==> src/design/las_pkg.sv <==
`timescale 1ns / 1ps
// ----------------------------------------------------------------------------
// LED animation sequencer package
// Shared types, codes, reset values and the raised-cosine level table.
// ----------------------------------------------------------------------------
package las_pkg;

  // Opcodes of an input word
  localparam logic [2:0] OP_TICK  = 3'd0;
  localparam logic [2:0] OP_PULSE = 3'd1;
  localparam logic [2:0] OP_FADE  = 3'd2;
  localparam logic [2:0] OP_BLINK = 3'd3;
  localparam logic [2:0] OP_STOP  = 3'd4;

  // Animation modes
  localparam logic [1:0] MODE_NONE  = 2'd0;
  localparam logic [1:0] MODE_PULSE = 2'd1;
  localparam logic [1:0] MODE_FADE  = 2'd2;
  localparam logic [1:0] MODE_BLINK = 2'd3;

  // Configuration register indexes
  localparam logic [2:0] REG_ENABLED     = 3'd0;
  localparam logic [2:0] REG_ACCEPTED    = 3'd1;
  localparam logic [2:0] REG_TOOL        = 3'd2;
  localparam logic [2:0] REG_INTERVAL    = 3'd3;
  localparam logic [2:0] REG_PULSE_LEN   = 3'd4;
  localparam logic [2:0] REG_PULSE_PER   = 3'd5;
  localparam logic [2:0] REG_FADE_LEN    = 3'd6;
  localparam logic [2:0] REG_BLINK_LEN   = 3'd7;

  localparam int unsigned CFG_IDX_W  = 3;
  localparam int unsigned CFG_DATA_W = 24;

  // Reset values
  localparam logic [23:0] RST_ACCEPTED  = 24'h00A800;
  localparam logic [23:0] RST_TOOL      = 24'h8C008C;
  localparam logic [15:0] RST_INTERVAL  = 16'd20;
  localparam logic [15:0] RST_PULSE_LEN = 16'd3000;
  localparam logic [15:0] RST_PULSE_PER = 16'd1000;
  localparam logic [15:0] RST_FADE_LEN  = 16'd500;
  localparam logic [15:0] RST_BLINK_LEN = 16'd1000;

  // Blink pattern: blue-ish on for the first part of every cycle
  localparam logic [15:0] BLINK_CYCLE = 16'd210;
  localparam logic [15:0] BLINK_ON    = 16'd80;
  localparam logic [7:0]  BLINK_GREEN = 8'd80;
  localparam logic [7:0]  BLINK_BLUE  = 8'd255;

  // Divider: 24-bit dividend, 16-bit divisor, one quotient bit per cycle
  localparam int unsigned DIV_STEPS = 24;
  localparam int unsigned DIV_CNT_W = $clog2(DIV_STEPS + 1);

  typedef struct packed {
    logic        enabled;
    logic [23:0] accepted_color;
    logic [23:0] tool_color;
    logic [15:0] render_interval;
    logic [15:0] pulse_total_len;
    logic [15:0] pulse_period;
    logic [15:0] fade_len;
    logic [15:0] blink_len;
  } las_cfg_t;

  // Controller to datapath
  typedef struct packed {
    logic capture;    // take the input word
    logic start;      // begin an animation
    logic stop_mode;  // drop back to no animation
    logic render;     // record render time and elapsed time
    logic div_start;
    logic lvl_load;
    logic mul_load;
    logic out_load;
    logic out_black;  // load black instead of the animation color
  } las_cmd_t;

  // Datapath to controller
  typedef struct packed {
    logic [2:0] op;
    logic [1:0] mode;
    logic       enabled;
    logic       throttled;
    logic       expired;
    logic       div_busy;
    logic       out_free;
  } las_sts_t;

  // Entries 0..128 of the raised-cosine table; entry k equals entry 256-k
  localparam logic [7:0] WAVE_HALF [129] = '{
    8'd0,   8'd0,   8'd0,   8'd0,   8'd1,   8'd1,   8'd1,   8'd2,
    8'd2,   8'd3,   8'd4,   8'd5,   8'd5,   8'd6,   8'd7,   8'd9,
    8'd10,  8'd11,  8'd12,  8'd14,  8'd15,  8'd17,  8'd18,  8'd20,
    8'd21,  8'd23,  8'd25,  8'd27,  8'd29,  8'd31,  8'd33,  8'd35,
    8'd37,  8'd40,  8'd42,  8'd44,  8'd47,  8'd49,  8'd52,  8'd54,
    8'd57,  8'd59,  8'd62,  8'd65,  8'd67,  8'd70,  8'd73,  8'd76,
    8'd79,  8'd82,  8'd85,  8'd88,  8'd90,  8'd93,  8'd97,  8'd100,
    8'd103, 8'd106, 8'd109, 8'd112, 8'd115, 8'd118, 8'd121, 8'd124,
    8'd128, 8'd131, 8'd134, 8'd137, 8'd140, 8'd143, 8'd146, 8'd149,
    8'd152, 8'd155, 8'd158, 8'd162, 8'd165, 8'd167, 8'd170, 8'd173,
    8'd176, 8'd179, 8'd182, 8'd185, 8'd188, 8'd190, 8'd193, 8'd196,
    8'd198, 8'd201, 8'd203, 8'd206, 8'd208, 8'd211, 8'd213, 8'd215,
    8'd218, 8'd220, 8'd222, 8'd224, 8'd226, 8'd228, 8'd230, 8'd232,
    8'd234, 8'd235, 8'd237, 8'd238, 8'd240, 8'd241, 8'd243, 8'd244,
    8'd245, 8'd246, 8'd248, 8'd249, 8'd250, 8'd250, 8'd251, 8'd252,
    8'd253, 8'd253, 8'd254, 8'd254, 8'd254, 8'd255, 8'd255, 8'd255,
    8'd255
  };

  function automatic logic [7:0] wave_level(input logic [7:0] idx);
    logic [8:0] mirror;
    mirror = 9'd256 - {1'b0, idx};
    if (idx <= 8'd128) begin
      wave_level = WAVE_HALF[idx];
    end else begin
      wave_level = WAVE_HALF[mirror[7:0]];
    end
  endfunction

endpackage

==> src/design/las_cfg.sv <==
`timescale 1ns / 1ps
// ----------------------------------------------------------------------------
// LED animation sequencer configuration registers
// Register file written one word at a time through a valid/ready port.
// ----------------------------------------------------------------------------
module las_cfg
  import las_pkg::*;
(
  input  logic                  clk_i,
  input  logic                  rst_ni,
  input  logic                  cfg_valid_i,
  output logic                  cfg_ready_o,
  input  logic [CFG_IDX_W-1:0]  cfg_index_i,
  input  logic [CFG_DATA_W-1:0] cfg_data_i,
  output las_cfg_t              cfg_o
);

  las_cfg_t cfg_q;

  assign cfg_ready_o = 1'b1;
  assign cfg_o       = cfg_q;

  always_ff @(posedge clk_i or negedge rst_ni) begin
    if (!rst_ni) begin
      cfg_q.enabled         <= 1'b0;
      cfg_q.accepted_color  <= RST_ACCEPTED;
      cfg_q.tool_color      <= RST_TOOL;
      cfg_q.render_interval <= RST_INTERVAL;
      cfg_q.pulse_total_len <= RST_PULSE_LEN;
      cfg_q.pulse_period    <= RST_PULSE_PER;
      cfg_q.fade_len        <= RST_FADE_LEN;
      cfg_q.blink_len       <= RST_BLINK_LEN;
    end else if (cfg_valid_i && cfg_ready_o) begin
      case (cfg_index_i)
        REG_ENABLED:   cfg_q.enabled         <= cfg_data_i[0];
        REG_ACCEPTED:  cfg_q.accepted_color  <= cfg_data_i;
        REG_TOOL:      cfg_q.tool_color      <= cfg_data_i;
        REG_INTERVAL:  cfg_q.render_interval <= cfg_data_i[15:0];
        REG_PULSE_LEN: cfg_q.pulse_total_len <= cfg_data_i[15:0];
        REG_PULSE_PER: cfg_q.pulse_period    <= cfg_data_i[15:0];
        REG_FADE_LEN:  cfg_q.fade_len        <= cfg_data_i[15:0];
        REG_BLINK_LEN: cfg_q.blink_len       <= cfg_data_i[15:0];
        default: ;
      endcase
    end
  end

endmodule

==> src/design/las_ctrl.sv <==
`timescale 1ns / 1ps
// ----------------------------------------------------------------------------
// LED animation sequencer controller
// Sequences decode, division, level lookup, scaling and result hand-off.
// ----------------------------------------------------------------------------
module las_ctrl
  import las_pkg::*;
(
  input  logic     clk_i,
  input  logic     rst_ni,
  input  logic     in_valid_i,
  output logic     in_stall_o,
  input  las_sts_t sts_i,
  output las_cmd_t cmd_o
);

  typedef enum logic [2:0] {
    ST_IDLE,
    ST_EVAL,
    ST_PREP,
    ST_DIV,
    ST_LVL,
    ST_MUL,
    ST_EMIT_BLACK,
    ST_EMIT_WAVE
  } state_e;

  state_e state_q, state_d;

  assign in_stall_o = (state_q != ST_IDLE);

  always_comb begin
    state_d = state_q;
    cmd_o   = '0;
    case (state_q)
      ST_IDLE: begin
        if (in_valid_i) begin
          cmd_o.capture = 1'b1;
          state_d       = ST_EVAL;
        end
      end
      ST_EVAL: begin
        state_d = ST_IDLE;
        case (sts_i.op)
          OP_PULSE, OP_FADE, OP_BLINK: begin
            cmd_o.start = sts_i.enabled;
          end
          OP_STOP: begin
            cmd_o.stop_mode = 1'b1;
            if (sts_i.enabled) state_d = ST_EMIT_BLACK;
          end
          OP_TICK: begin
            if (sts_i.mode != MODE_NONE && !sts_i.throttled) begin
              cmd_o.render = 1'b1;
              if (sts_i.expired) begin
                cmd_o.stop_mode = 1'b1;
                if (sts_i.enabled) state_d = ST_EMIT_BLACK;
              end else if (sts_i.enabled) begin
                state_d = ST_PREP;
              end
            end
          end
          default: ;
        endcase
      end
      ST_PREP: begin
        cmd_o.div_start = 1'b1;
        state_d         = ST_DIV;
      end
      ST_DIV: begin
        if (!sts_i.div_busy) begin
          state_d = (sts_i.mode == MODE_BLINK) ? ST_EMIT_WAVE : ST_LVL;
        end
      end
      ST_LVL: begin
        cmd_o.lvl_load = 1'b1;
        state_d        = ST_MUL;
      end
      ST_MUL: begin
        cmd_o.mul_load = 1'b1;
        state_d        = ST_EMIT_WAVE;
      end
      ST_EMIT_BLACK: begin
        cmd_o.out_black = 1'b1;
        if (sts_i.out_free) begin
          cmd_o.out_load = 1'b1;
          state_d        = ST_IDLE;
        end
      end
      ST_EMIT_WAVE: begin
        if (sts_i.out_free) begin
          cmd_o.out_load = 1'b1;
          state_d        = ST_IDLE;
        end
      end
      default: state_d = ST_IDLE;
    endcase
  end

  always_ff @(posedge clk_i or negedge rst_ni) begin
    if (!rst_ni) begin
      state_q <= ST_IDLE;
    end else begin
      state_q <= state_d;
    end
  end

endmodule

==> src/design/las_dp.sv <==
`timescale 1ns / 1ps
// ----------------------------------------------------------------------------
// LED animation sequencer datapath
// Animation state, time checks, shared restoring divider, level scaling and
// the output register.
// ----------------------------------------------------------------------------
module las_dp
  import las_pkg::*;
(
  input  logic        clk_i,
  input  logic        rst_ni,
  input  las_cfg_t    cfg_i,
  input  logic [2:0]  opcode_i,
  input  logic [31:0] now_ms_i,
  input  logic        out_stall_i,
  output logic        out_valid_o,
  output logic [7:0]  red_o,
  output logic [7:0]  green_o,
  output logic [7:0]  blue_o,
  input  las_cmd_t    cmd_i,
  output las_sts_t    sts_o
);

  // floor(x / 255) for x below 255*256
  function automatic logic [7:0] div255(input logic [15:0] x);
    logic [16:0] t;
    t = {1'b0, x} + {9'd0, x[15:8]} + 17'd1;
    div255 = t[15:8];
  endfunction

  logic [2:0]  op_q;
  logic [31:0] now_q;
  logic [1:0]  mode_q;
  logic [31:0] start_q;
  logic [31:0] last_q;
  logic [15:0] elapsed_q;

  logic [31:0] since_render;
  logic [31:0] elapsed_full;
  logic [15:0] len;

  // divider
  logic                 div_busy_q;
  logic [DIV_CNT_W-1:0] div_cnt_q;
  logic [23:0]          div_quo_q;
  logic [15:0]          div_rem_q;
  logic [15:0]          div_den_q;
  logic [16:0]          div_shift;
  logic [16:0]          div_diff;
  logic [23:0]          div_num;
  logic [15:0]          div_den;
  logic [15:0]          fade_left;

  logic [7:0]  lvl_q;
  logic [15:0] prod_r_q, prod_g_q, prod_b_q;
  logic [23:0] color;

  logic        out_valid_q;
  logic [7:0]  red_q, green_q, blue_q;
  logic        out_free;

  assign since_render = now_q - last_q;
  assign elapsed_full = now_q - start_q;

  always_comb begin
    case (mode_q)
      MODE_PULSE: len = cfg_i.pulse_total_len;
      MODE_FADE:  len = cfg_i.fade_len;
      default:    len = cfg_i.blink_len;
    endcase
  end

  assign out_free = !out_valid_q || !out_stall_i;

  assign sts_o.op        = op_q;
  assign sts_o.mode      = mode_q;
  assign sts_o.enabled   = cfg_i.enabled;
  assign sts_o.throttled = since_render < {16'd0, cfg_i.render_interval};
  assign sts_o.expired   = elapsed_full >= {16'd0, len};
  assign sts_o.div_busy  = div_busy_q;
  assign sts_o.out_free  = out_free;

  always_ff @(posedge clk_i) begin
    if (cmd_i.capture) begin
      op_q  <= opcode_i;
      now_q <= now_ms_i;
    end
  end

  always_ff @(posedge clk_i or negedge rst_ni) begin
    if (!rst_ni) begin
      mode_q  <= MODE_NONE;
      start_q <= '0;
      last_q  <= '0;
    end else begin
      if (cmd_i.start) begin
        mode_q  <= op_q[1:0];
        start_q <= now_q;
        last_q  <= '0;
      end
      if (cmd_i.render) last_q <= now_q;
      if (cmd_i.stop_mode) mode_q <= MODE_NONE;
    end
  end

  // elapsed is known to be below the mode length when a rendered tick goes on to the divider
  always_ff @(posedge clk_i) begin
    if (cmd_i.render) elapsed_q <= elapsed_full[15:0];
  end

  // Pulse divides elapsed*256 by the period: the low quotient byte is the
  // table index. Fade divides 255*(len-elapsed) by len. Blink keeps the
  // remainder of elapsed by the blink cycle.
  assign fade_left = cfg_i.fade_len - elapsed_q;

  always_comb begin
    case (mode_q)
      MODE_PULSE: begin
        div_num = {elapsed_q, 8'd0};
        div_den = (cfg_i.pulse_period == 16'd0) ? 16'd1 : cfg_i.pulse_period;
      end
      MODE_FADE: begin
        div_num = {fade_left, 8'd0} - {8'd0, fade_left};
        div_den = cfg_i.fade_len;
      end
      default: begin
        div_num = {8'd0, elapsed_q};
        div_den = BLINK_CYCLE;
      end
    endcase
  end

  assign div_shift = {div_rem_q, div_quo_q[23]};
  assign div_diff  = div_shift - {1'b0, div_den_q};

  always_ff @(posedge clk_i or negedge rst_ni) begin
    if (!rst_ni) begin
      div_busy_q <= 1'b0;
      div_cnt_q  <= '0;
    end else if (cmd_i.div_start) begin
      div_busy_q <= 1'b1;
      div_cnt_q  <= DIV_CNT_W'(DIV_STEPS);
    end else if (div_busy_q) begin
      div_cnt_q <= div_cnt_q - DIV_CNT_W'(1);
      if (div_cnt_q == DIV_CNT_W'(1)) div_busy_q <= 1'b0;
    end
  end

  always_ff @(posedge clk_i) begin
    if (cmd_i.div_start) begin
      div_quo_q <= div_num;
      div_rem_q <= '0;
      div_den_q <= div_den;
    end else if (div_busy_q) begin
      if (!div_diff[16]) begin
        div_rem_q <= div_diff[15:0];
        div_quo_q <= {div_quo_q[22:0], 1'b1};
      end else begin
        div_rem_q <= div_shift[15:0];
        div_quo_q <= {div_quo_q[22:0], 1'b0};
      end
    end
  end

  assign color = (mode_q == MODE_PULSE) ? cfg_i.tool_color : cfg_i.accepted_color;

  always_ff @(posedge clk_i) begin
    if (cmd_i.lvl_load) begin
      lvl_q <= (mode_q == MODE_PULSE) ? wave_level(div_quo_q[7:0]) : div_quo_q[7:0];
    end
    if (cmd_i.mul_load) begin
      prod_r_q <= 16'(color[23:16]) * 16'(lvl_q);
      prod_g_q <= 16'(color[15:8]) * 16'(lvl_q);
      prod_b_q <= 16'(color[7:0]) * 16'(lvl_q);
    end
  end

  always_ff @(posedge clk_i or negedge rst_ni) begin
    if (!rst_ni) begin
      out_valid_q <= 1'b0;
    end else if (cmd_i.out_load) begin
      out_valid_q <= 1'b1;
    end else if (!out_stall_i) begin
      out_valid_q <= 1'b0;
    end
  end

  always_ff @(posedge clk_i) begin
    if (cmd_i.out_load) begin
      if (cmd_i.out_black) begin
        red_q   <= '0;
        green_q <= '0;
        blue_q  <= '0;
      end else if (mode_q == MODE_BLINK) begin
        red_q   <= '0;
        green_q <= (div_rem_q < BLINK_ON) ? BLINK_GREEN : 8'd0;
        blue_q  <= (div_rem_q < BLINK_ON) ? BLINK_BLUE : 8'd0;
      end else begin
        red_q   <= div255(prod_r_q);
        green_q <= div255(prod_g_q);
        blue_q  <= div255(prod_b_q);
      end
    end
  end

  assign out_valid_o = out_valid_q;
  assign red_o       = red_q;
  assign green_o     = green_q;
  assign blue_o      = blue_q;

`ifndef SYNTHESIS
  a_div_ends: assert property (@(posedge clk_i) disable iff (!rst_ni)
    div_busy_q && div_cnt_q == DIV_CNT_W'(1) |=> !div_busy_q)
    else $error("divider did not finish after its last step");

  a_div_rem: assert property (@(posedge clk_i) disable iff (!rst_ni)
    div_busy_q |-> div_rem_q < div_den_q)
    else $error("divider remainder not below divisor");

  a_out_free: assert property (@(posedge clk_i) disable iff (!rst_ni)
    cmd_i.out_load |-> (!out_valid_q || !out_stall_i))
    else $error("result loaded over a word still waiting");
`endif

endmodule

==> src/design/led_animation_sequencer.sv <==
`timescale 1ns / 1ps
// ----------------------------------------------------------------------------
// LED animation sequencer
// Renders pulse, fade and blink LED animations from commands and time ticks.
// ----------------------------------------------------------------------------
// Input channel: opcode_i and now_ms_i, taken when in_valid_i is high and
// in_stall_o is low. The block works on one word at a time and raises
// in_stall_o from acceptance until it is done with that word.
// Output channel: red_o, green_o, blue_o, taken when out_valid_o is high and
// out_stall_i is low. Starts, ignored ticks and unused opcodes give no word.
// Configuration: cfg_index_i selects a register, written with cfg_data_i
// when cfg_valid_i and cfg_ready_o are high; cfg_ready_o is always high.
// With the output register free: starts and ignored ticks are captured and
// evaluated; stop and an expiring tick then emit black; a rendered pulse or
// fade tick runs the shared restoring divider (one quotient bit per cycle),
// level lookup, scaling and emit; a blink tick skips lookup and scaling.
// A result waits in the output register while the receiver stalls; the next
// word is still accepted and held until that register frees up.
// Reset clears the animation state and restores all configuration registers to defaults.
// ----------------------------------------------------------------------------
module led_animation_sequencer
  import las_pkg::*;
(
  input  logic                  clk_i,
  input  logic                  rst_ni,
  input  logic                  in_valid_i,
  output logic                  in_stall_o,
  input  logic [2:0]            opcode_i,
  input  logic [31:0]           now_ms_i,
  output logic                  out_valid_o,
  input  logic                  out_stall_i,
  output logic [7:0]            red_o,
  output logic [7:0]            green_o,
  output logic [7:0]            blue_o,
  input  logic                  cfg_valid_i,
  output logic                  cfg_ready_o,
  input  logic [CFG_IDX_W-1:0]  cfg_index_i,
  input  logic [CFG_DATA_W-1:0] cfg_data_i
);

  las_cfg_t cfg;
  las_cmd_t cmd;
  las_sts_t sts;

  las_cfg u_cfg (
    .clk_i       (clk_i),
    .rst_ni      (rst_ni),
    .cfg_valid_i (cfg_valid_i),
    .cfg_ready_o (cfg_ready_o),
    .cfg_index_i (cfg_index_i),
    .cfg_data_i  (cfg_data_i),
    .cfg_o       (cfg)
  );

  las_ctrl u_ctrl (
    .clk_i      (clk_i),
    .rst_ni     (rst_ni),
    .in_valid_i (in_valid_i),
    .in_stall_o (in_stall_o),
    .sts_i      (sts),
    .cmd_o      (cmd)
  );

  las_dp u_dp (
    .clk_i       (clk_i),
    .rst_ni      (rst_ni),
    .cfg_i       (cfg),
    .opcode_i    (opcode_i),
    .now_ms_i    (now_ms_i),
    .out_stall_i (out_stall_i),
    .out_valid_o (out_valid_o),
    .red_o       (red_o),
    .green_o     (green_o),
    .blue_o      (blue_o),
    .cmd_i       (cmd),
    .sts_o       (sts)
  );

endmodule
==> config.mk <==
export PLATFORM = sky130hd
export DESIGN_NAME = led_animation_sequencer
export DESIGN_NICKNAME = d
export VERILOG_FILES = /design/src/design/las_pkg.sv /design/src/design/las_cfg.sv /design/src/design/las_ctrl.sv /design/src/design/las_dp.sv /design/src/design/led_animation_sequencer.sv
export SDC_FILE = /design/constraint.sdc
export NUM_CORES = 1
export LEC_CHECK = 0
export BUFFER_PORTS_ARGS = -buffer_cell sky130_fd_sc_hd__buf_2
export CORE_UTILIZATION = 50
export CTS_BUF_LIST = sky130_fd_sc_hd__clkbuf_4
export DETAILED_ROUTE_END_ITERATION = 12
export HOLD_SLACK_MARGIN = 0.1
export PLACE_DENSITY = 0.66
export SYNTH_ARGS = -nofsm -noshare
export SYNTH_HDL_FRONTEND = slang
export SYNTH_SLANG_ARGS = --single-unit
==> constraint.sdc <==
create_clock -name clk_i -period 15.8 [get_ports clk_i]
set_clock_uncertainty 0.15 [all_clocks]
set_input_delay 2.37 -clock clk_i [delete_from_list [all_inputs] [get_ports clk_i]]
set_output_delay 2.37 -clock clk_i [all_outputs]
set_load 0.03 [all_outputs]
# Word-level counts from Yosys, hierarchy flattened
# Memory sizes are Yosys's and may differ from the RTL's.
# Index checks and enable logic that the tools add are counted.
[totals] regBits=392 romBits=4096 inputBits=67 mem_count=2
[classes] add_sub_neg=13 mul=3 order_cmp=6 n_eq_ne=26 muxes=54 bitwise_logic=2 n_reduce_logical=26
[memory_table] name="(no name shown)" words=256 word_bits=8 rd=1 rd_clocked_by_memory_dff=0 wr=0 line_no="las_pkg.sv:113" text="wave_level = WAVE_HALF[idx];"
[memory_table] name="(no name shown)" words=256 word_bits=8 rd=1 rd_clocked_by_memory_dff=0 wr=0 line_no="las_pkg.sv:115" text="wave_level = WAVE_HALF[mirror[7:0]];"
[op_table] cell="24-bit 2-to-1 mux" count=3
[op_table] cell="8-bit 2-to-1 mux" count=9
[op_table] cell="32-bit 2-to-1 mux" count=2
[op_table] cell="16-bit case mux with 2 select lines" count=2
[op_table] cell="32-bit subtractor" count=2
[op_table] cell="16-bit by 1-bit adder with 16-bit output, second input constant" count=3
[op_table] cell="16-bit by 8-bit adder with 16-bit output" count=3
[op_table] cell="8-bit by 8-bit multiplier with 16-bit output" count=3
[op_table] cell="24-bit case mux with 2 select lines" count=1
[op_table] cell="32-bit by 16-bit >= comparator with 1-bit output" count=1
[op_table] cell="32-bit by 16-bit less-than comparator with 1-bit output" count=1
[op_table] cell="16-bit 2-to-1 mux" count=2
[op_table] cell="3-bit equality test, second input constant" count=9
[op_table] cell="24-bit by 16-bit subtractor with 24-bit output" count=1
[op_table] cell="3-bit 2-to-1 mux" count=7
[op_table] cell="3-bit case mux with 7 select lines" count=1
[op_table] cell="3-bit by 2-bit equality test with 1-bit output, second input constant" count=6
[op_table] cell="9-bit >= comparator, second input constant" count=2
[op_table] cell="8-bit NOT with 9-bit output" count=2
[op_table] cell="1-bit 2-to-1 mux" count=17
[op_table] cell="17-bit by 16-bit subtractor with 17-bit output" count=1
[op_table] cell="16-bit logical NOT" count=1
[op_table] cell="16-bit by 7-bit less-than comparator with 1-bit output, second input constant" count=1
[op_table] cell="2-bit AND reduction" count=8
[op_table] cell="24 further kinds" count=42

# Longest topological paths before layout
[logic_depth] ltp_word=9 mapped_depth=26 ltp_nobuf=24

# By module
# A second synthesis with hierarchy kept.
[unflattened] hier_cells=3152 area_unflattened_um2=31203.7
[modules_own_cells] module="las_dp" instances=1 cells_each=2832 area_each_um2=25653.4
[modules_own_cells] module="las_cfg" instances=1 cells_each=284 area_each_um2=5248.8
[modules_own_cells] module="las_ctrl" instances=1 cells_each=36 area_each_um2=301.5

# Least setup slack after synthesis
# No wires, ideal clock.
[synth_path] kind="register -> register" startpoint="register u_dp.mode_q[1]" endpoint="register u_dp.prod_b_q[14] (data pin)" setup_time_ns=0.266 t_arrival_ns=5.447 required_time_ns=15.384 slack_ns=9.937 path_stages_with_launch=23 n_path_buf=2 period_less_slack_ns=5.863 path_cell_list="dfrtp_1 inv_1 ha_1 clkbuf_1 buf_1 mux2i_1 nor2b_1 fa_1 fa_1 inv_1 fa_1 fa_1 inv_1 ha_1 inv_1 o21ai_0 a21oi_1 o21ai_0 a21oi_1 nor2b_1 o21a_1 o41ai_1 xnor2_1"
[synth_between] elab_chain_len=3
[synth_lines] element="start, declared" line_no="las_dp.sv:33" text="logic [1:0] mode_q;"
[synth_lines] element="start signal, assigned" line_no="las_dp.sv:97" text="mode_q <= op_q[1:0];"
[synth_lines] element="2-bit by 1-bit equality test with 1-bit output" line_no="las_dp.sv:165" text="assign color = (mode_q == MODE_PULSE) ? cfg_i.tool_color : cfg_i.accepted_color;"
[synth_lines] element="24-bit 2-to-1 mux" line_no="las_dp.sv:165"
[synth_lines] element="8-bit by 8-bit multiplier with 16-bit output" line_no="las_dp.sv:174" text="prod_b_q <= 16'(color[7:0]) * 16'(lvl_q);"
[synth_lines] element="end signal, assigned" line_no="las_dp.sv:174"
[synth_lines] element="end, declared" line_no="las_dp.sv:55" text="logic [15:0] prod_r_q, prod_g_q, prod_b_q;"
# Every way passes these cells.
# A chain may end at the register's enable or synchronous reset.

# Worst setup path in the final report
[layout_path] startpoint="register u_dp.mode_q[1]" endpoint="register u_dp.prod_b_q[13] (data pin)"
# The elaborated chain is that of the path after synthesis.

==> results.md <==
- Outcome: complete, but fails checks
- Failing checks: design-rule violations
- WP data required: 16.26 ns
- Unrepaired setup endpoints after global routing: no
- Final Core Density: 54.7%
- Synthesized net count: 3693
- Worst r2r dst: u_dp.prod_b_q[13]$_DFFE_PP_
- CORE AREA: 61600 um2
- Postcts setup bufs: 0
- Post-CTS Resized: 0
- Post-synth ARST share: between 50% and 60%
- # clock sinks: between 300 and 400
- Hold_sp: u_dp.div_rem_q[1]$_SDFFE_PP0P_
- Routability cong.: 0.929
- Routed Antenna Nets: 0
- Pin count of the biggest net entering global routing: 95
- Hold Path Stages: 2
- Startpoint Class: flop
- Commonest non-fill, non-tap cell in the layout: inv_1
- Clk_lat worst skew: about 0.91 ns
- Overall Global Routing Usage: 24.6%
- Slew HR: 16.8%
- Met2 Track Usage GR: 42.8%
- CP arrival: 6.90 ns
- Clk root buf: clkbuf_4
- Final Hold Vio Count: 0
- Reg-to-reg startpoint: u_dp.mode_q[1]$_DFFE_PN0P_
- Slew Viols, Final: 0
- Synth cell types: 90
- GRT overflow: 0
- Final Critical Period: 6.44 ns
- Setup violators final: 0
- CTS clk-pin slew, worst paths: 0.06 ns
- CTS tree: yes
- Initial core utilization: 50.5%
- Crit end category: flop
- Global-route wire length before repair: between 100 and 150 mm
- Synth warn: 0
- DP HPWL: 56.6 mm
- I/O Pins: 94
- FF+latch count, synth: 392
- Path depth of the worst reg2reg path: 22
- Setup ws final: 9.36 ns
- R2r setup slk: 9.36 ns
- Via count: 24116
- Setup TNS: 0 ns
- Row cnt: about 90
- Vias per inst: 5.69
- Worst-Margin Slew: 1.24 ns
- Max Freq: 155 MHz
- Layout area overhead: 8.22%
- CTS Hold Bufs: 0
- Final #Nets: 3778
- CTS Buf Count: 107
- Die Height: between 200 and 300 um
- Primary FF master, synth: edfxtp_1
- Die ar.: approximately 63000 um2
- Fillcell total: 5584
- GRT busiest layer: met2
- Met3 usage: 4.14%
- Clock buffer depth: 3
- Period utilisation layout: between 40% and 50%
- DIE WIDTH: roughly 250 um
- Final wirelength: about 77 mm
- Synth area leaders: edfxtp_1 16%, dfrtp_1 14%, ha_1 12%, fa_1 7.2%, mux2_2 5.5%
- Max_cap viols: 0
- Initial antenna violation count: 6
- Syn Area/Cell: around 9.7 um2
- Setup Slack @ Placement: a little over 9 ns
- Synth top area share: 16.5%
- Port bufs: 92
- Setup Crit Path Kind: reg2reg
- Register area share after synthesis: 34.2%
- Cell taking the most area after synthesis: edfxtp_1
- Most frequent cells in the layout: 314 x inv_1, 291 x ha_1, 267 x nand2_1, 201 x nor2_1, 198 x o21ai_0
- Layout Cells excl Fill: between 4000 and 5000
- Crit-path max FO: 37
- DRT iter0 DRCs: 1419
- Layout cells sized above 1: 16.4%
- Number of flops mapped to enable cells by yosys: 171
- Hold Path End: u_dp.div_rem_q[1]$_SDFFE_PP0P_
- Syn Inst Count: roughly 3200
- # DRC: 4
- Inst Count DP: 4035
- Mapped Area: 31100 um2
- Per-cell routed wire length: about 18 um
- GR Util met1: 30.3%
- Hold WC Path Type: reg2reg
- 1st-pass router iterations: 9
- Number of global-route vias before repair: 24618
- H-tree levels: 3
worst max-delay path, stage by stage, from the launching register on:
cell and delay [ns]:
dfrtp_1 0.42, inv_1 0.10, ha_2 0.74, buf_4 0.52, mux2_2 0.47, and2_1 0.19
fa_1 0.44, ha_1 0.29, inv_1 0.05, fa_1 0.50, fa_1 0.54, inv_1 0.04
ha_1 0.32, o21ai_0 0.11, a21boi_0 0.23, o21ai_0 0.14, a21boi_0 0.27, o21ai_0 0.12
nand2b_1 0.11, a21o_1 0.13, nand2_1 0.06, nor2b_1 0.14, xnor2_1 0.12
kinds of logic (layout without fill, tap and decap cells):
| logic type | Yosys count | in the layout | share of synthesized area [%] |
|---|---|---|---|
| AOI/OAI and AO/OA | 734 | 734 | 15.2 |
| xor gates and xnor gates | 156 | 156 | 4.39 |
| adders and majority gates | 404 | 404 | 18.9 |
| buffers and inverters | 463 | 641 | 5.90 |
| DFF | 392 | 392 | 34.2 |
| muxes | 213 | 213 | 8.03 |
| other | 1 | 4 | 0.0120 |
| and+or+nand+nor | 859 | 859 | 13.3 |
registers in the layout, summed over array words and instances (netlist names), 16 cells and up:
signal,flops
u_cfg.cfg_o,129
u_dp.elapsed_q,16
u_dp.start_q,32
u_dp.div_rem_q,16
u_dp.div_quo_q,24
u_dp.prod_b_q,16
u_dp.now_q,32
u_dp.prod_g_q,16
u_dp.prod_r_q,16
u_dp.div_den_q,16
u_dp.last_q,32
cell type report:
type	count	area [um2]	area share, %
inverter	319	1200	3.55
multi-input combinational	2367	18700	55.6
clock buffer	159	1190	3.54
tap	837	1050	3.11
sequential	392	10600	31.6
timing repair buffer	120	679	2.02
antenna	3	7.51	0.0223
clock inverter	43	209	0.620
routing by layer:
layer	part of all wire [%]	wire length, um	up-vias
met4	3.4	2590	6
met5	0.039	30	-
met1	43	32700	11709
met3	5.2	3990	173
li1	-	-	11591
met2	49	37400	637
worst max path at each step:
stage / to / cells past startpoint / slack (ns) / startpoint
6_report: u_dp.prod_b_q[13]$_DFFE_PP_ / 22 / 9.36 / u_dp.mode_q[1]$_DFFE_PN0P_
5_1_grt: u_dp.prod_b_q[13]$_DFFE_PP_ / 21 / 8.88 / u_dp.mode_q[1]$_DFFE_PN0P_
4_1_cts: u_dp.prod_b_q[13]$_DFFE_PP_ / 22 / 9.32 / u_dp.mode_q[1]$_DFFE_PN0P_
3_5_place_dp: u_dp.prod_b_q[13]$_DFFE_PP_ / 22 / 9.34 / u_dp.mode_q[1]$_DFFE_PN0P_
3_3_place_gp: u_dp.prod_b_q[14]$_DFFE_PP_ / 21 / 9.46 / u_dp.mode_q[1]$_DFFE_PN0P_
2_1_floorplan: u_dp.prod_b_q[14]$_DFFE_PP_ / 22 / 9.94 / u_dp.mode_q[1]$_DFFE_PN0P_
stage by stage:
step                hold WS, ns  cell area, um2
detailed placement        0.335           32300
CTS                       0.343           33700
global route              0.363           33700
global placement          0.323           32300
floorplan                 0.307           31100
finish                    0.340           33700
cells in the mapped netlist (35+ instances only):
| cell | number |
|---|---|
| nor2b_1 | 76 |
| nand2b_1 | 35 |
| a21oi_1 | 179 |
| inv_1 | 314 |
| xnor2_1 | 108 |
| nand3_1 | 41 |
| nor3_1 | 52 |
| clkbuf_1 | 117 |
| dfstp_2 | 36 |
| o21a_1 | 45 |
| dfrtp_1 | 169 |
| o21ai_0 | 198 |
| nand2_1 | 267 |
| xor2_1 | 48 |
| nor2_1 | 203 |
| edfxtp_1 | 171 |
| ha_1 | 292 |
| a21o_1 | 42 |
| fa_1 | 112 |
| and2_1 | 69 |
| mux2_2 | 152 |
Power is not shown: default switching activity piles up to over one toggle a cycle in this logic, so the estimate is an artifact.
